==> src/rtl/lpr_pkg.sv <==
package lpr_pkg;

  localparam int HDR_LEN         = 12;
  localparam int MAX_PAYLOAD_DEF = 1472;
  localparam int JOB_DEPTH       = 2;
  localparam logic [10:0] COUNT_MAX = 11'h7FF;

  localparam logic [1:0] CFG_OWN    = 2'd0;
  localparam logic [1:0] CFG_PEER   = 2'd1;
  localparam logic [1:0] CFG_MAXLEN = 2'd2;

  localparam logic [3:0] ST_STREAM  = 4'd0;
  localparam logic [3:0] ST_ADDR    = 4'd1;
  localparam logic [3:0] ST_TIME    = 4'd2;
  localparam logic [3:0] ST_UNKNOWN = 4'd3;
  localparam logic [3:0] ST_ACK     = 4'd4;
  localparam logic [3:0] ST_NOTMINE = 4'd5;
  localparam logic [3:0] ST_BAD     = 4'd6;
  localparam logic [3:0] ST_MALFORM = 4'd7;
  localparam logic [3:0] ST_UNHAND  = 4'd8;

  localparam logic [6:0] SVC_ADDR    = 7'd1;
  localparam logic [6:0] SVC_TIME    = 7'd2;
  localparam logic [6:0] SVC_STREAM  = 7'd4;
  localparam logic [6:0] SVC_UNKNOWN = 7'd8;

  typedef enum logic [1:0] {
    RESP_NONE,
    RESP_ADDR,
    RESP_TIME,
    RESP_UNK
  } resp_t;

  typedef struct packed {
    logic        ack;
    logic [7:0]  misc;
    logic [7:0]  svc;
    logic [7:0]  src;
    logic [7:0]  dst;
    logic [7:0]  unk;
    logic [7:0]  req;
    logic [15:0] seq_rx;
    resp_t       resp;
    logic [15:0] tx_seq;
    logic [7:0]  own;
    logic [7:0]  peer;
    logic [31:0] secs;
    logic [3:0]  status;
    logic [10:0] plen;
    logic        hs;
  } job_t;

  typedef struct packed {
    logic        kind;
    logic [7:0]  tx_byte;
    logic        packet_end;
    logic [3:0]  status;
    logic [10:0] payload_length;
    logic        handshake_done;
    logic        last;
  } word_t;

  function automatic logic [15:0] add_fold(logic [15:0] a, logic [15:0] b);
    logic [16:0] s;
    s = {1'b0, a} + {1'b0, b};
    return s[16] ? (s[15:0] + 16'd1) : s[15:0];
  endfunction

  function automatic logic [15:0] sum_fold(logic [19:0] s);
    logic [16:0] t;
    t = {1'b0, s[15:0]} + {13'd0, s[19:16]};
    return t[15:0] + {15'd0, t[16]};
  endfunction

endpackage

==> src/rtl/lpr_front.sv <==
module lpr_front #(
  parameter int MAX_PAYLOAD = lpr_pkg::MAX_PAYLOAD_DEF
) (
  input  logic              clk,
  input  logic              rst,
  input  logic              in_take,
  input  logic [7:0]        rx_byte,
  input  logic              rx_end,
  input  logic [31:0]       time_seconds,
  input  logic              cfg_write,
  input  logic [1:0]        cfg_index,
  input  logic [10:0]       cfg_data,
  output logic              job_push,
  output lpr_pkg::job_t     job
);

  localparam logic [10:0] LEN_CAP = 11'(lpr_pkg::HDR_LEN + MAX_PAYLOAD);
  localparam logic [10:0] HDR11   = 11'(lpr_pkg::HDR_LEN);

  logic [7:0]  own_address;
  logic [7:0]  peer_address;
  logic [10:0] max_packet_length;
  logic [7:0]  header [lpr_pkg::HDR_LEN];
  logic [7:0]  first_payload;
  logic [15:0] sum_accumulator;
  logic [7:0]  pending_high;
  logic [10:0] byte_count;
  logic [15:0] tx_sequence;
  logic        handshake_flag;

  logic [7:0]  pending_next;
  logic [15:0] sum_next;
  logic [10:0] count_next;
  logic [15:0] acc;
  logic [7:0]  fp;
  logic [15:0] len;
  logic [10:0] limit;
  logic        bad;
  logic [15:0] seq_step;

  always_ff @(posedge clk) begin
    if (rst) begin
      own_address       <= 8'hFE;
      peer_address      <= 8'h01;
      max_packet_length <= 11'd1488;
    end else if (cfg_write) begin
      unique case (cfg_index)
        lpr_pkg::CFG_OWN:    own_address       <= cfg_data[7:0];
        lpr_pkg::CFG_PEER:   peer_address      <= cfg_data[7:0];
        lpr_pkg::CFG_MAXLEN: max_packet_length <= cfg_data;
        default: ;
      endcase
    end
  end

  always_ff @(posedge clk) begin
    if (in_take && byte_count < HDR11) begin
      header[byte_count[3:0]] <= rx_byte;
    end
  end

  always_ff @(posedge clk) begin
    if (rst) begin
      first_payload   <= '0;
      sum_accumulator <= '0;
      pending_high    <= '0;
      byte_count      <= '0;
      tx_sequence     <= '0;
      handshake_flag  <= 1'b0;
    end else if (in_take) begin
      if (byte_count == HDR11) begin
        first_payload <= rx_byte;
      end
      if (rx_end) begin
        sum_accumulator <= '0;
        pending_high    <= '0;
        byte_count      <= '0;
        tx_sequence     <= tx_sequence + seq_step;
        handshake_flag  <= job.hs;
      end else begin
        sum_accumulator <= sum_next;
        pending_high    <= pending_next;
        byte_count      <= count_next;
      end
    end
  end

  always_comb begin
    pending_next = byte_count[0] ? pending_high : rx_byte;
    sum_next     = byte_count[0] ? lpr_pkg::add_fold(sum_accumulator, {pending_high, rx_byte})
                                 : sum_accumulator;
    count_next   = (byte_count == lpr_pkg::COUNT_MAX) ? byte_count : byte_count + 11'd1;
    acc          = count_next[0] ? lpr_pkg::add_fold(sum_next, {pending_next, 8'h00})
                                 : sum_next;
    fp           = (byte_count == HDR11) ? rx_byte : first_payload;
    len          = {header[6], header[7]};
    limit        = (max_packet_length > LEN_CAP) ? LEN_CAP : max_packet_length;
    bad          = (count_next < HDR11) || (len < 16'(lpr_pkg::HDR_LEN))
                || (len > {5'd0, limit}) || (len != {5'd0, count_next})
                || (acc != 16'hFFFF);
  end

  always_comb begin
    job        = '0;
    job.misc   = header[0];
    job.svc    = header[1];
    job.src    = header[2];
    job.dst    = header[3];
    job.unk    = header[4];
    job.req    = header[5];
    job.seq_rx = {header[8], header[9]};
    job.tx_seq = tx_sequence;
    job.own    = own_address;
    job.peer   = peer_address;
    job.secs   = time_seconds;
    job.resp   = lpr_pkg::RESP_NONE;
    job.status = lpr_pkg::ST_UNHAND;
    priority if (bad) begin
      job.status = lpr_pkg::ST_BAD;
    end else if (header[3] != own_address && header[3] != 8'hFF) begin
      job.status = lpr_pkg::ST_NOTMINE;
    end else if (header[1][7]) begin
      job.status = lpr_pkg::ST_ACK;
    end else begin
      job.ack = header[5][0];
      unique case (header[1][6:0])
        lpr_pkg::SVC_ADDR: begin
          if (len < 16'd77 || fp != 8'h00) begin
            job.status = lpr_pkg::ST_MALFORM;
          end else begin
            job.status = lpr_pkg::ST_ADDR;
            job.resp   = lpr_pkg::RESP_ADDR;
          end
        end
        lpr_pkg::SVC_TIME: begin
          if (len < 16'd13 || fp != 8'h00) begin
            job.status = lpr_pkg::ST_MALFORM;
          end else begin
            job.status = lpr_pkg::ST_TIME;
            job.resp   = lpr_pkg::RESP_TIME;
          end
        end
        lpr_pkg::SVC_UNKNOWN: begin
          if (len != 16'd13 || fp != 8'h01) begin
            job.status = lpr_pkg::ST_MALFORM;
          end else begin
            job.status = lpr_pkg::ST_UNKNOWN;
            job.resp   = lpr_pkg::RESP_UNK;
          end
        end
        lpr_pkg::SVC_STREAM: begin
          job.status = lpr_pkg::ST_STREAM;
          job.plen   = 11'(len - 16'(lpr_pkg::HDR_LEN));
        end
        default: job.status = lpr_pkg::ST_UNHAND;
      endcase
    end
    job.hs = handshake_flag | (job.resp == lpr_pkg::RESP_TIME);
  end

  always_comb begin
    unique case (job.resp)
      lpr_pkg::RESP_ADDR: seq_step = 16'd2;
      lpr_pkg::RESP_TIME: seq_step = 16'd1;
      lpr_pkg::RESP_UNK:  seq_step = 16'd1;
      default:            seq_step = 16'd0;
    endcase
  end

  assign job_push = in_take && rx_end;

endmodule

==> src/rtl/lpr_job_fifo.sv <==
module lpr_job_fifo (
  input  logic          clk,
  input  logic          rst,
  input  logic          push,
  input  lpr_pkg::job_t wdata,
  output logic          full,
  input  logic          pop,
  output lpr_pkg::job_t rdata,
  output logic          empty
);

  localparam int PW = (lpr_pkg::JOB_DEPTH > 1) ? $clog2(lpr_pkg::JOB_DEPTH) : 1;
  localparam int CW = $clog2(lpr_pkg::JOB_DEPTH + 1);

  lpr_pkg::job_t mem [lpr_pkg::JOB_DEPTH];
  logic [PW-1:0] wr_ptr;
  logic [PW-1:0] rd_ptr;
  logic [CW-1:0] count;
  logic          do_push;
  logic          do_pop;

  assign full    = (count == CW'(lpr_pkg::JOB_DEPTH));
  assign empty   = (count == '0);
  assign do_push = push && !full;
  assign do_pop  = pop && !empty;
  assign rdata   = mem[rd_ptr];

  always_ff @(posedge clk) begin
    if (do_push) begin
      mem[wr_ptr] <= wdata;
    end
  end

  always_ff @(posedge clk) begin
    if (rst) begin
      wr_ptr <= '0;
      rd_ptr <= '0;
      count  <= '0;
    end else begin
      if (do_push) begin
        wr_ptr <= (wr_ptr == PW'(lpr_pkg::JOB_DEPTH - 1)) ? '0 : wr_ptr + PW'(1);
      end
      if (do_pop) begin
        rd_ptr <= (rd_ptr == PW'(lpr_pkg::JOB_DEPTH - 1)) ? '0 : rd_ptr + PW'(1);
      end
      count <= count + CW'(do_push) - CW'(do_pop);
    end
  end

endmodule

==> src/rtl/lpr_back.sv <==
module lpr_back (
  input  logic           clk,
  input  logic           rst,
  input  lpr_pkg::job_t  job,
  input  logic           job_valid,
  output logic           job_pop,
  output logic           out_valid,
  input  logic           out_pop,
  output lpr_pkg::word_t out_word
);

  typedef enum logic [2:0] {
    PH_ACK  = 3'b001,
    PH_RESP = 3'b010,
    PH_STAT = 3'b100
  } phase_t;

  phase_t         phase;
  phase_t         eff;
  logic [4:0]     idx;
  logic           second;
  logic           advance;
  logic           out_ready;
  logic [4:0]     rlen;
  logic [15:0]    rseq;
  logic [15:0]    ack_ck;
  logic [15:0]    resp_ck;
  logic [19:0]    ack_sum;
  logic [19:0]    resp_sum;
  logic [15:0]    pay_sum;
  logic [7:0]     ack_b;
  logic [7:0]     resp_b;
  lpr_pkg::word_t word;

  assign out_ready = !out_valid || out_pop;
  assign advance   = job_valid && out_ready;
  assign job_pop   = advance && (eff == PH_STAT);

  always_comb begin
    priority if (phase == PH_ACK && !job.ack) begin
      eff = (job.resp == lpr_pkg::RESP_NONE) ? PH_STAT : PH_RESP;
    end else if (phase == PH_RESP && job.resp == lpr_pkg::RESP_NONE) begin
      eff = PH_STAT;
    end else begin
      eff = phase;
    end
  end

  always_comb begin
    unique case (job.resp)
      lpr_pkg::RESP_TIME: rlen = 5'd29;
      lpr_pkg::RESP_UNK:  rlen = 5'd14;
      default:            rlen = 5'd13;
    endcase
    rseq    = job.tx_seq + {15'd0, second};
    ack_sum = {4'd0, job.misc, job.svc | 8'h80} + {4'd0, job.dst, job.src}
            + {4'd0, job.unk, job.req & 8'hFE} + 20'd12 + {4'd0, job.seq_rx};
    unique case (job.resp)
      lpr_pkg::RESP_TIME: pay_sum = lpr_pkg::add_fold(
                            lpr_pkg::add_fold({8'h80, job.secs[31:24]}, job.secs[23:8]),
                            {job.secs[7:0], 8'h00});
      lpr_pkg::RESP_UNK:  pay_sum = 16'h8103;
      default:            pay_sum = 16'h8000;
    endcase
    resp_sum = {12'd0, job.svc} + {4'd0, job.own, job.peer} + {15'd0, rlen}
             + {4'd0, rseq} + {4'd0, pay_sum};
    ack_ck   = ~lpr_pkg::sum_fold(ack_sum);
    resp_ck  = ~lpr_pkg::sum_fold(resp_sum);
  end

  always_comb begin
    unique case (idx)
      5'd0:    ack_b = job.misc;
      5'd1:    ack_b = job.svc | 8'h80;
      5'd2:    ack_b = job.dst;
      5'd3:    ack_b = job.src;
      5'd4:    ack_b = job.unk;
      5'd5:    ack_b = job.req & 8'hFE;
      5'd7:    ack_b = 8'(lpr_pkg::HDR_LEN);
      5'd8:    ack_b = job.seq_rx[15:8];
      5'd9:    ack_b = job.seq_rx[7:0];
      5'd10:   ack_b = ack_ck[15:8];
      5'd11:   ack_b = ack_ck[7:0];
      default: ack_b = 8'h00;
    endcase
  end

  always_comb begin
    unique case (idx)
      5'd1:    resp_b = job.svc;
      5'd2:    resp_b = job.own;
      5'd3:    resp_b = job.peer;
      5'd7:    resp_b = {3'd0, rlen};
      5'd8:    resp_b = rseq[15:8];
      5'd9:    resp_b = rseq[7:0];
      5'd10:   resp_b = resp_ck[15:8];
      5'd11:   resp_b = resp_ck[7:0];
      5'd12:   resp_b = (job.resp == lpr_pkg::RESP_UNK) ? 8'h81 : 8'h80;
      5'd13:   resp_b = (job.resp == lpr_pkg::RESP_UNK) ? 8'h03
                      : (job.resp == lpr_pkg::RESP_TIME) ? job.secs[31:24] : 8'h00;
      5'd14:   resp_b = (job.resp == lpr_pkg::RESP_TIME) ? job.secs[23:16] : 8'h00;
      5'd15:   resp_b = (job.resp == lpr_pkg::RESP_TIME) ? job.secs[15:8] : 8'h00;
      5'd16:   resp_b = (job.resp == lpr_pkg::RESP_TIME) ? job.secs[7:0] : 8'h00;
      default: resp_b = 8'h00;
    endcase
  end

  always_comb begin
    word                = '0;
    word.handshake_done = job.hs;
    unique case (eff)
      PH_ACK: begin
        word.tx_byte    = ack_b;
        word.packet_end = (idx == 5'd11);
      end
      PH_RESP: begin
        word.tx_byte    = resp_b;
        word.packet_end = (idx == rlen - 5'd1);
      end
      default: begin
        word.kind           = 1'b1;
        word.status         = job.status;
        word.payload_length = job.plen;
        word.last           = 1'b1;
      end
    endcase
  end

  always_ff @(posedge clk) begin
    if (rst) begin
      phase  <= PH_ACK;
      idx    <= '0;
      second <= 1'b0;
    end else if (advance) begin
      unique case (eff)
        PH_ACK: begin
          if (idx == 5'd11) begin
            phase <= (job.resp == lpr_pkg::RESP_NONE) ? PH_STAT : PH_RESP;
            idx   <= '0;
          end else begin
            idx <= idx + 5'd1;
          end
        end
        PH_RESP: begin
          if (idx == rlen - 5'd1) begin
            idx <= '0;
            if (job.resp == lpr_pkg::RESP_ADDR && !second) begin
              second <= 1'b1;
              phase  <= PH_RESP;
            end else begin
              phase <= PH_STAT;
            end
          end else begin
            idx <= idx + 5'd1;
          end
        end
        default: begin
          phase  <= PH_ACK;
          idx    <= '0;
          second <= 1'b0;
        end
      endcase
    end
  end

  always_ff @(posedge clk) begin
    if (rst) begin
      out_valid <= 1'b0;
    end else if (advance) begin
      out_valid <= 1'b1;
    end else if (out_pop) begin
      out_valid <= 1'b0;
    end
  end

  always_ff @(posedge clk) begin
    if (advance) begin
      out_word <= word;
    end
  end

endmodule

==> src/rtl/link_packet_responder.sv <==
// Link packet responder. Received packet bytes are pushed one word per cycle;
// the receiver takes a byte every cycle as long as full is low, and full is
// high only while the two-entry queue of finished packets awaiting a response
// is full. Each finished packet is answered by the transmit sequencer at
// one result word per cycle while pop keeps up: a 12-word acknowledgement when
// requested, then 26 words for an address request, 29 for a time request or
// 14 for an unknown-service request, and always one status word last. The
// configuration port is always ready and should be written only while no
// packet is in flight.
module link_packet_responder #(
  parameter int MAX_PAYLOAD = lpr_pkg::MAX_PAYLOAD_DEF
) (
  input  logic        clk,
  input  logic        rst,
  input  logic        push,
  output logic        full,
  input  logic [7:0]  rx_byte,
  input  logic        rx_end,
  input  logic [31:0] time_seconds,
  output logic        empty,
  input  logic        pop,
  output logic        kind,
  output logic [7:0]  tx_byte,
  output logic        packet_end,
  output logic [3:0]  status,
  output logic [10:0] payload_length,
  output logic        handshake_done,
  output logic        last,
  input  logic        cfg_valid,
  output logic        cfg_ready,
  input  logic [1:0]  cfg_index,
  input  logic [10:0] cfg_data
);

  lpr_pkg::job_t  job_in;
  lpr_pkg::job_t  job_head;
  lpr_pkg::word_t out_word;
  logic           job_push;
  logic           job_full;
  logic           job_empty;
  logic           job_pop;
  logic           out_valid;

  assign cfg_ready = 1'b1;
  assign full      = job_full;

  lpr_front #(.MAX_PAYLOAD(MAX_PAYLOAD)) u_front (
    .clk          (clk),
    .rst          (rst),
    .in_take      (push && !job_full),
    .rx_byte      (rx_byte),
    .rx_end       (rx_end),
    .time_seconds (time_seconds),
    .cfg_write    (cfg_valid && cfg_ready),
    .cfg_index    (cfg_index),
    .cfg_data     (cfg_data),
    .job_push     (job_push),
    .job          (job_in)
  );

  lpr_job_fifo u_fifo (
    .clk   (clk),
    .rst   (rst),
    .push  (job_push),
    .wdata (job_in),
    .full  (job_full),
    .pop   (job_pop),
    .rdata (job_head),
    .empty (job_empty)
  );

  lpr_back u_back (
    .clk       (clk),
    .rst       (rst),
    .job       (job_head),
    .job_valid (!job_empty),
    .job_pop   (job_pop),
    .out_valid (out_valid),
    .out_pop   (pop),
    .out_word  (out_word)
  );

  assign empty          = !out_valid;
  assign kind           = out_word.kind;
  assign tx_byte        = out_word.tx_byte;
  assign packet_end     = out_word.packet_end;
  assign status         = out_word.status;
  assign payload_length = out_word.payload_length;
  assign handshake_done = out_word.handshake_done;
  assign last           = out_word.last;

endmodule

==> config.mk <==
export PLATFORM = sky130hd
export DESIGN_NAME = link_packet_responder
export DESIGN_NICKNAME = d
export VERILOG_FILES = /design/src/rtl/lpr_pkg.sv /design/src/rtl/lpr_front.sv /design/src/rtl/lpr_job_fifo.sv /design/src/rtl/lpr_back.sv /design/src/rtl/link_packet_responder.sv
export SDC_FILE = /design/constraint.sdc
export NUM_CORES = 1
export LEC_CHECK = 0
export ABC_AREA = 1
export BUFFER_PORTS_ARGS = -buffer_cell sky130_fd_sc_hd__buf_2
export CAP_MARGIN = 20
export CORE_AREA = 2 2 269 271
export CTS_CLUSTER_SIZE = 28
export DETAILED_ROUTE_END_ITERATION = 10
export DIE_AREA = 0 0 271 273
export GPL_ROUTABILITY_DRIVEN = 0
export SLEW_MARGIN = 20
export SYNTH_ARGS = -nofsm -noshare
export SYNTH_HDL_FRONTEND = slang
export SYNTH_HIERARCHICAL = 1
export SYNTH_SLANG_ARGS = --single-unit
==> constraint.sdc <==
create_clock -name clk -period 31.5 [get_ports clk]
set_clock_uncertainty 0.05 [all_clocks]
set_input_delay 1.575 -clock clk [delete_from_list [all_inputs] [get_ports clk]]
set_output_delay 1.575 -clock clk [all_outputs]
set_load 0.01 [all_outputs]
== Word-level counts from Yosys, hierarchy flattened ==
Memories as Yosys holds them, arrays and structs flattened. A register that Yosys moved wholly into a read port is not among the register bits.
Index checks and enable logic that the tools add are counted.
Word-level totals
  output and inout port bits: 30
  memories: 2
  input port bits: 59
  logic and storage cells: 218
  register bits: 127
  RAM bits: 390
Memories
  u_fifo.mem: depth 2, width 147, rd ports 1, clocked after Yosys merged registers in 1, wr ports 1, RTL line lpr_job_fifo.sv:15  | lpr_pkg::job_t mem [lpr_pkg::JOB_DEPTH];
  u_front.header: depth 12, width 8, rd ports 10, clocked after Yosys merged registers in 0, wr ports 1, RTL line lpr_front.sv:23  | logic [7:0] header [lpr_pkg::HDR_LEN];
Cells by class
  bitwise gates (word level): 4
  mux-type cells: 70
  reduce and logical (&&, ||, !) cells: 38
  order comparisons: 7
  $add $sub $neg: 30
  equality and inequality tests: 45
Operators by type and width (count)
  16-bit 2-to-1 mux: 7
  8-bit case mux with 13 select lines: 1
  8-bit case mux with 11 select lines: 1
  16-bit by 16-bit adder with 17-bit output: 5
  20-bit by 16-bit adder with 20-bit output: 4
  11-bit 2-to-1 mux: 7
  16-bit by 1-bit adder with 16-bit output, second input constant: 4
  8-bit 2-to-1 mux: 8
  16-bit by 1-bit adder with 16-bit output: 3
  5-bit by 4-bit == test with 1-bit output, second input constant: 8
  16-bit by 4-bit adder with 17-bit output: 2
  16-bit by 4-bit < comparator with 1-bit output, second input constant: 2
  16-bit NOT: 2
  16-bit case mux with 2 select lines: 1
  3-bit 2-to-1 mux: 9
  11-bit by 4-bit < comparator with 1-bit output, second input constant: 2
  20-bit by 4-bit adder with 20-bit output, second input constant: 1
  20-bit by 5-bit adder with 20-bit output: 1
  5-bit case mux with 2 select lines: 2
  1-bit 2-to-1 mux: 18
  9-bit case mux with 2 select lines: 1
  8-bit by 16-bit adder with 17-bit output: 1
  16-bit by 2-bit adder with 16-bit output: 1
  16-bit by 11-bit greater-than comparator with 1-bit output: 1
  other kinds (53): 102

== Depth between registers and ports, before layout ==
  depth in word-level cells: 15
  depth in mapped cells: 77

== Hierarchy ==
Netlist, hierarchy kept.
Modules (own cells, without submodules)
  lpr_job_fifo: area an instance 10909.2 um^2, cells each 496, times used 1
  lpr_back: area an instance 10571.4 um^2, cells each 1689, times used 1
  lpr_front: area an instance 10172.3 um^2, cells each 1355, times used 1
  link_packet_responder: area an instance 28.8 um^2, cells each 6, times used 1

== Worst setup path after synthesis ==
No wires, ideal clock.
  kind: reg2reg
  start: register with a tool-made name
  end: register u_back/out_word[25] (netlist name)
  stages on the path, launching flop included: 73
  setup slack: 21.505 ns
  arrival time: 9.692 ns
  buffers on the path: 2
  library setup time: 0.253 ns
  required time: 31.197 ns
  cells stage by stage: dfxtp_1 -> buf_6 -> buf_6 -> mux2_2 -> ha_1 -> fa_1 -> nand2_1 -> nand3_1 -> o21ai_2 -> xor2_1 -> inv_1 -> nor2_1 -> nand3_4 -> nor2_2 -> nand3_1 -> nor2_1 -> xnor2_1 -> inv_1 -> (+37 left out) -> nand3_1 -> nor2_1 -> ha_1 -> nand2_1 -> nor2_1 -> nand2_1 -> nor2_2 -> nand2_1 -> nor2_1 -> nand2_2 -> nor2_4 -> nand2_2 -> nor2_4 -> nand3_1 -> nand3_1 -> nand2_1 -> nand2_1 -> nand2_1

==> results.py <==
metrics = {
    "run_status": {
        "status": "finished clean",
    },
    "sta": {
        "finalSetupTns_ns": 0,
        "hold_viol": 0,
        "clock.fmax_mhz": 85.9,
        "slew_headroom_pct": 29.2,
        "min_period_ns": 11.64,
        "period_share_pct": 37.0,
        "rsz0062_at_grt": "no",
        "worst_slew_pin_slew_ns": 1.05,
        "slew_viol_final": 0,
        "finalSetupViolations": 0,
    },
    "detailed_routing": {
        "drtIter0Drc": 2125,
        "drc_errors": 0,
        "drtPass1Iterations": 8,
        "postRouteAntennaNets": 0,
        "vias": 24000,
        "wl_per_cell_um": 18.1,
        "wl_mm": 83.5,
        "avgViaCountPerCell": 5.20,
    },
    "clocking": {
        "numCtsBuffers": 52,
        "clock_sinks": 500,
        "cts_max_level": 2,
        "cts_buffer_depth": 3,
        "hold_buffers": 0,
        "clk_pin_slew_worst_paths_ns": 0.06,
        "cts_tree": "done",
        "cts-root-buf": "clkbuf_16",
        "insertion_delay_ns": 0.60,
        "cts_setup_buffers": 0,
        "cts_resized": 0,
    },
    "layout": {
        "syn_to_final_growth_pct": 9.23,
        "antenna_cells": 0,
        "multiInputGateArea_sq_um": 15100,
        "post-route-cell-area_sq_um": 34500,
        "regArea_sq_um": 14000,
        "nets": 3893,
        "drive_gt1_share_pct": 13.7,
        "nFillCells": 6756,
    },
    "global_routing": {
        "grt_use_total_pct": 22.6,
        "grt_max_degree": 81,
        "grt_pass1_vias": 22900,
        "overflow": 0,
        "grt_antenna_before_repair": 0,
        "grt_pass1_wl_mm": 130,
    },
    "worst_hold_path": {
        "hp-class": "reg2reg",
    },
    "worst_setup_path": {
        "cp_data_required_time_ns": 31.80,
        "critPathArrivalTime_ns": 11.94,
        "setup.worst_path.class": "reg2reg",
        "crit_path_max_fanout": 31,
        "cp_num_buf_inv": 7,
        "cp_common_cell": "nand2_1",
        "crit_path_start_kind": "register",
        "cpPeakStageDelay_ns": 0.62,
        "cp_top_family": "simple AND/OR/NAND/NOR gates",
        "crit_path_end_kind": "register",
        "cp_slowest_cell": "dfxtp_4",
    },
    "floorplan": {
        "die_h_um": 273,
        "num_rows": 98,
        "core_sq_um": 71000,
        "dieArea_sq_um": 74000,
        "io_pins": 89,
        "chipWidth_um": 271,
        "start_util_pct": 44.5,
    },
    "synth": {
        "yosysWarningCount": 6,
        "synth.cell_area_sq_um": 31600,
        "synthCells": 3543,
        "syn_nets": 3822,
        "avgSynthCellArea_sq_um": 8.92,
    },
    "pwr": {
        "p_seq_share_pct": 37.8,
        "ir_drop_mv": 0.0467,
        "p_comb_share_pct": 30.9,
        "p_sw_share_pct": 34.5,
        "p_leak_uw": 0.0147,
        "pwr-share-clk_pct": 31.3,
        "p_int_uw": 1290,
        "power_density_nw_per_um2": 57.2,
        "p_switching_uw": 682,
    },
    "job": {
        "maxCapViolCount": 0,
    },
    "placement": {
        "dpl.hpwl_mm": 63.9,
        "placed_cell_area_sq_um": 32800,
        "portBuffers": 87,
    },
}
[sequential cells by signal, summed over array words and instances (netlist names), 5 cells and up, named ones only]
register / flops
u_front/first_payload: 8
u_front/tx_sequence: 16
u_front/own_address: 8
u_front/byte_count: 11
u_front/sum_accumulator: 16
u_front/peer_address: 8
u_front/max_packet_length: 11
u_back/out_word: 26
u_back/idx: 5
u_fifo/mem: 292
u_front/header: 80
u_front/pending_high: 8
[worst reg2reg max path, delay by kind of cell, from the launching register on]
| kind | cells | cell delay (ns) |
|---|---|---|
| simple gates | 41 | 4.64 |
| fa+ha+maj | 10 | 3.18 |
| compound gates | 6 | 1.04 |
| buf+inv | 7 | 0.81 |
| flops | 1 | 0.62 |
| xor+xnor | 3 | 0.57 |
| mux | 1 | 0.46 |
[layout make-up]
type / instances / area share [%]
Multi-Input combinational cell: 2427 / 43.6
Sequential cell: 500 / 40.5
Inverter: 525 / 5.72
Clock buffer: 71 / 4.15
Tap cell: 950 / 3.44
Timing Repair Buffer: 108 / 1.72
Clock inverter: 25 / 0.826
[power groups by stage]
stage,Clock (uW),Sequential [uW],Combinational [uW]
2_1_floorplan,0,763,453
3_3_place_gp,0,761,600
3_5_place_dp,0,762,600
4_1_cts,635,748,605
5_1_grt,661,750,689
6_report,618,748,611
[path summary, 6_finish.rpt]
kind,startpoint,slack (ns),cells after the start,endpoint
min reg2reg,u_front/header[5][3],0.38,0,u_fifo/mem[1][101]
max reg2reg,register,19.86,68,u_back/out_word[24]
min,u_front/header[5][3],0.38,0,u_fifo/mem[1][101]
max,register,19.86,68,u_back/out_word[24]
[metrics by stage]
stage          utilization, %  power, uW  worst slack (ns)  std cells  hold WS [ns]
2_1_floorplan               -       1220             21.51       3543         0.370
3_5_place_dp             46.2       1360             19.98       4510         0.379
6_report                 48.6       1980             19.86       4606         0.382
5_1_grt                  48.6       2100             18.62       4606         0.392
3_3_place_gp             46.2       1360             20.13       4509         0.372
4_1_cts                  48.6       1990             19.91       4606         0.386
[routing by layer]
layer	global-route usage, %	part of all wire, %
met5	0	0
met4	7.94	3.6
met3	2.81	5.4
met2	37.2	46
met1	30.9	45
[placed cells by master, fill, tap and decap left out, types with 13 or more instances in the layout]
cell / count
clkbuf_16: 53
nor2_2: 29
buf_4: 21
nand3_1: 209
ha_1: 170
or2_2: 19
edfxtp_1: 398
mux2_2: 146
nor2_1: 303
inv_1: 507
nor4_1: 18
xor2_1: 65
nand3b_1: 13
o21ai_0: 113
nand2_2: 36
xnor2_1: 28
nor3_1: 43
nand4_1: 44
buf_2: 87
a21oi_1: 161
dfxtp_1: 101
fa_1: 50
inv_2: 13
clkbuf_1: 14
nand2_1: 798
(Power assumes the default switching activity.)
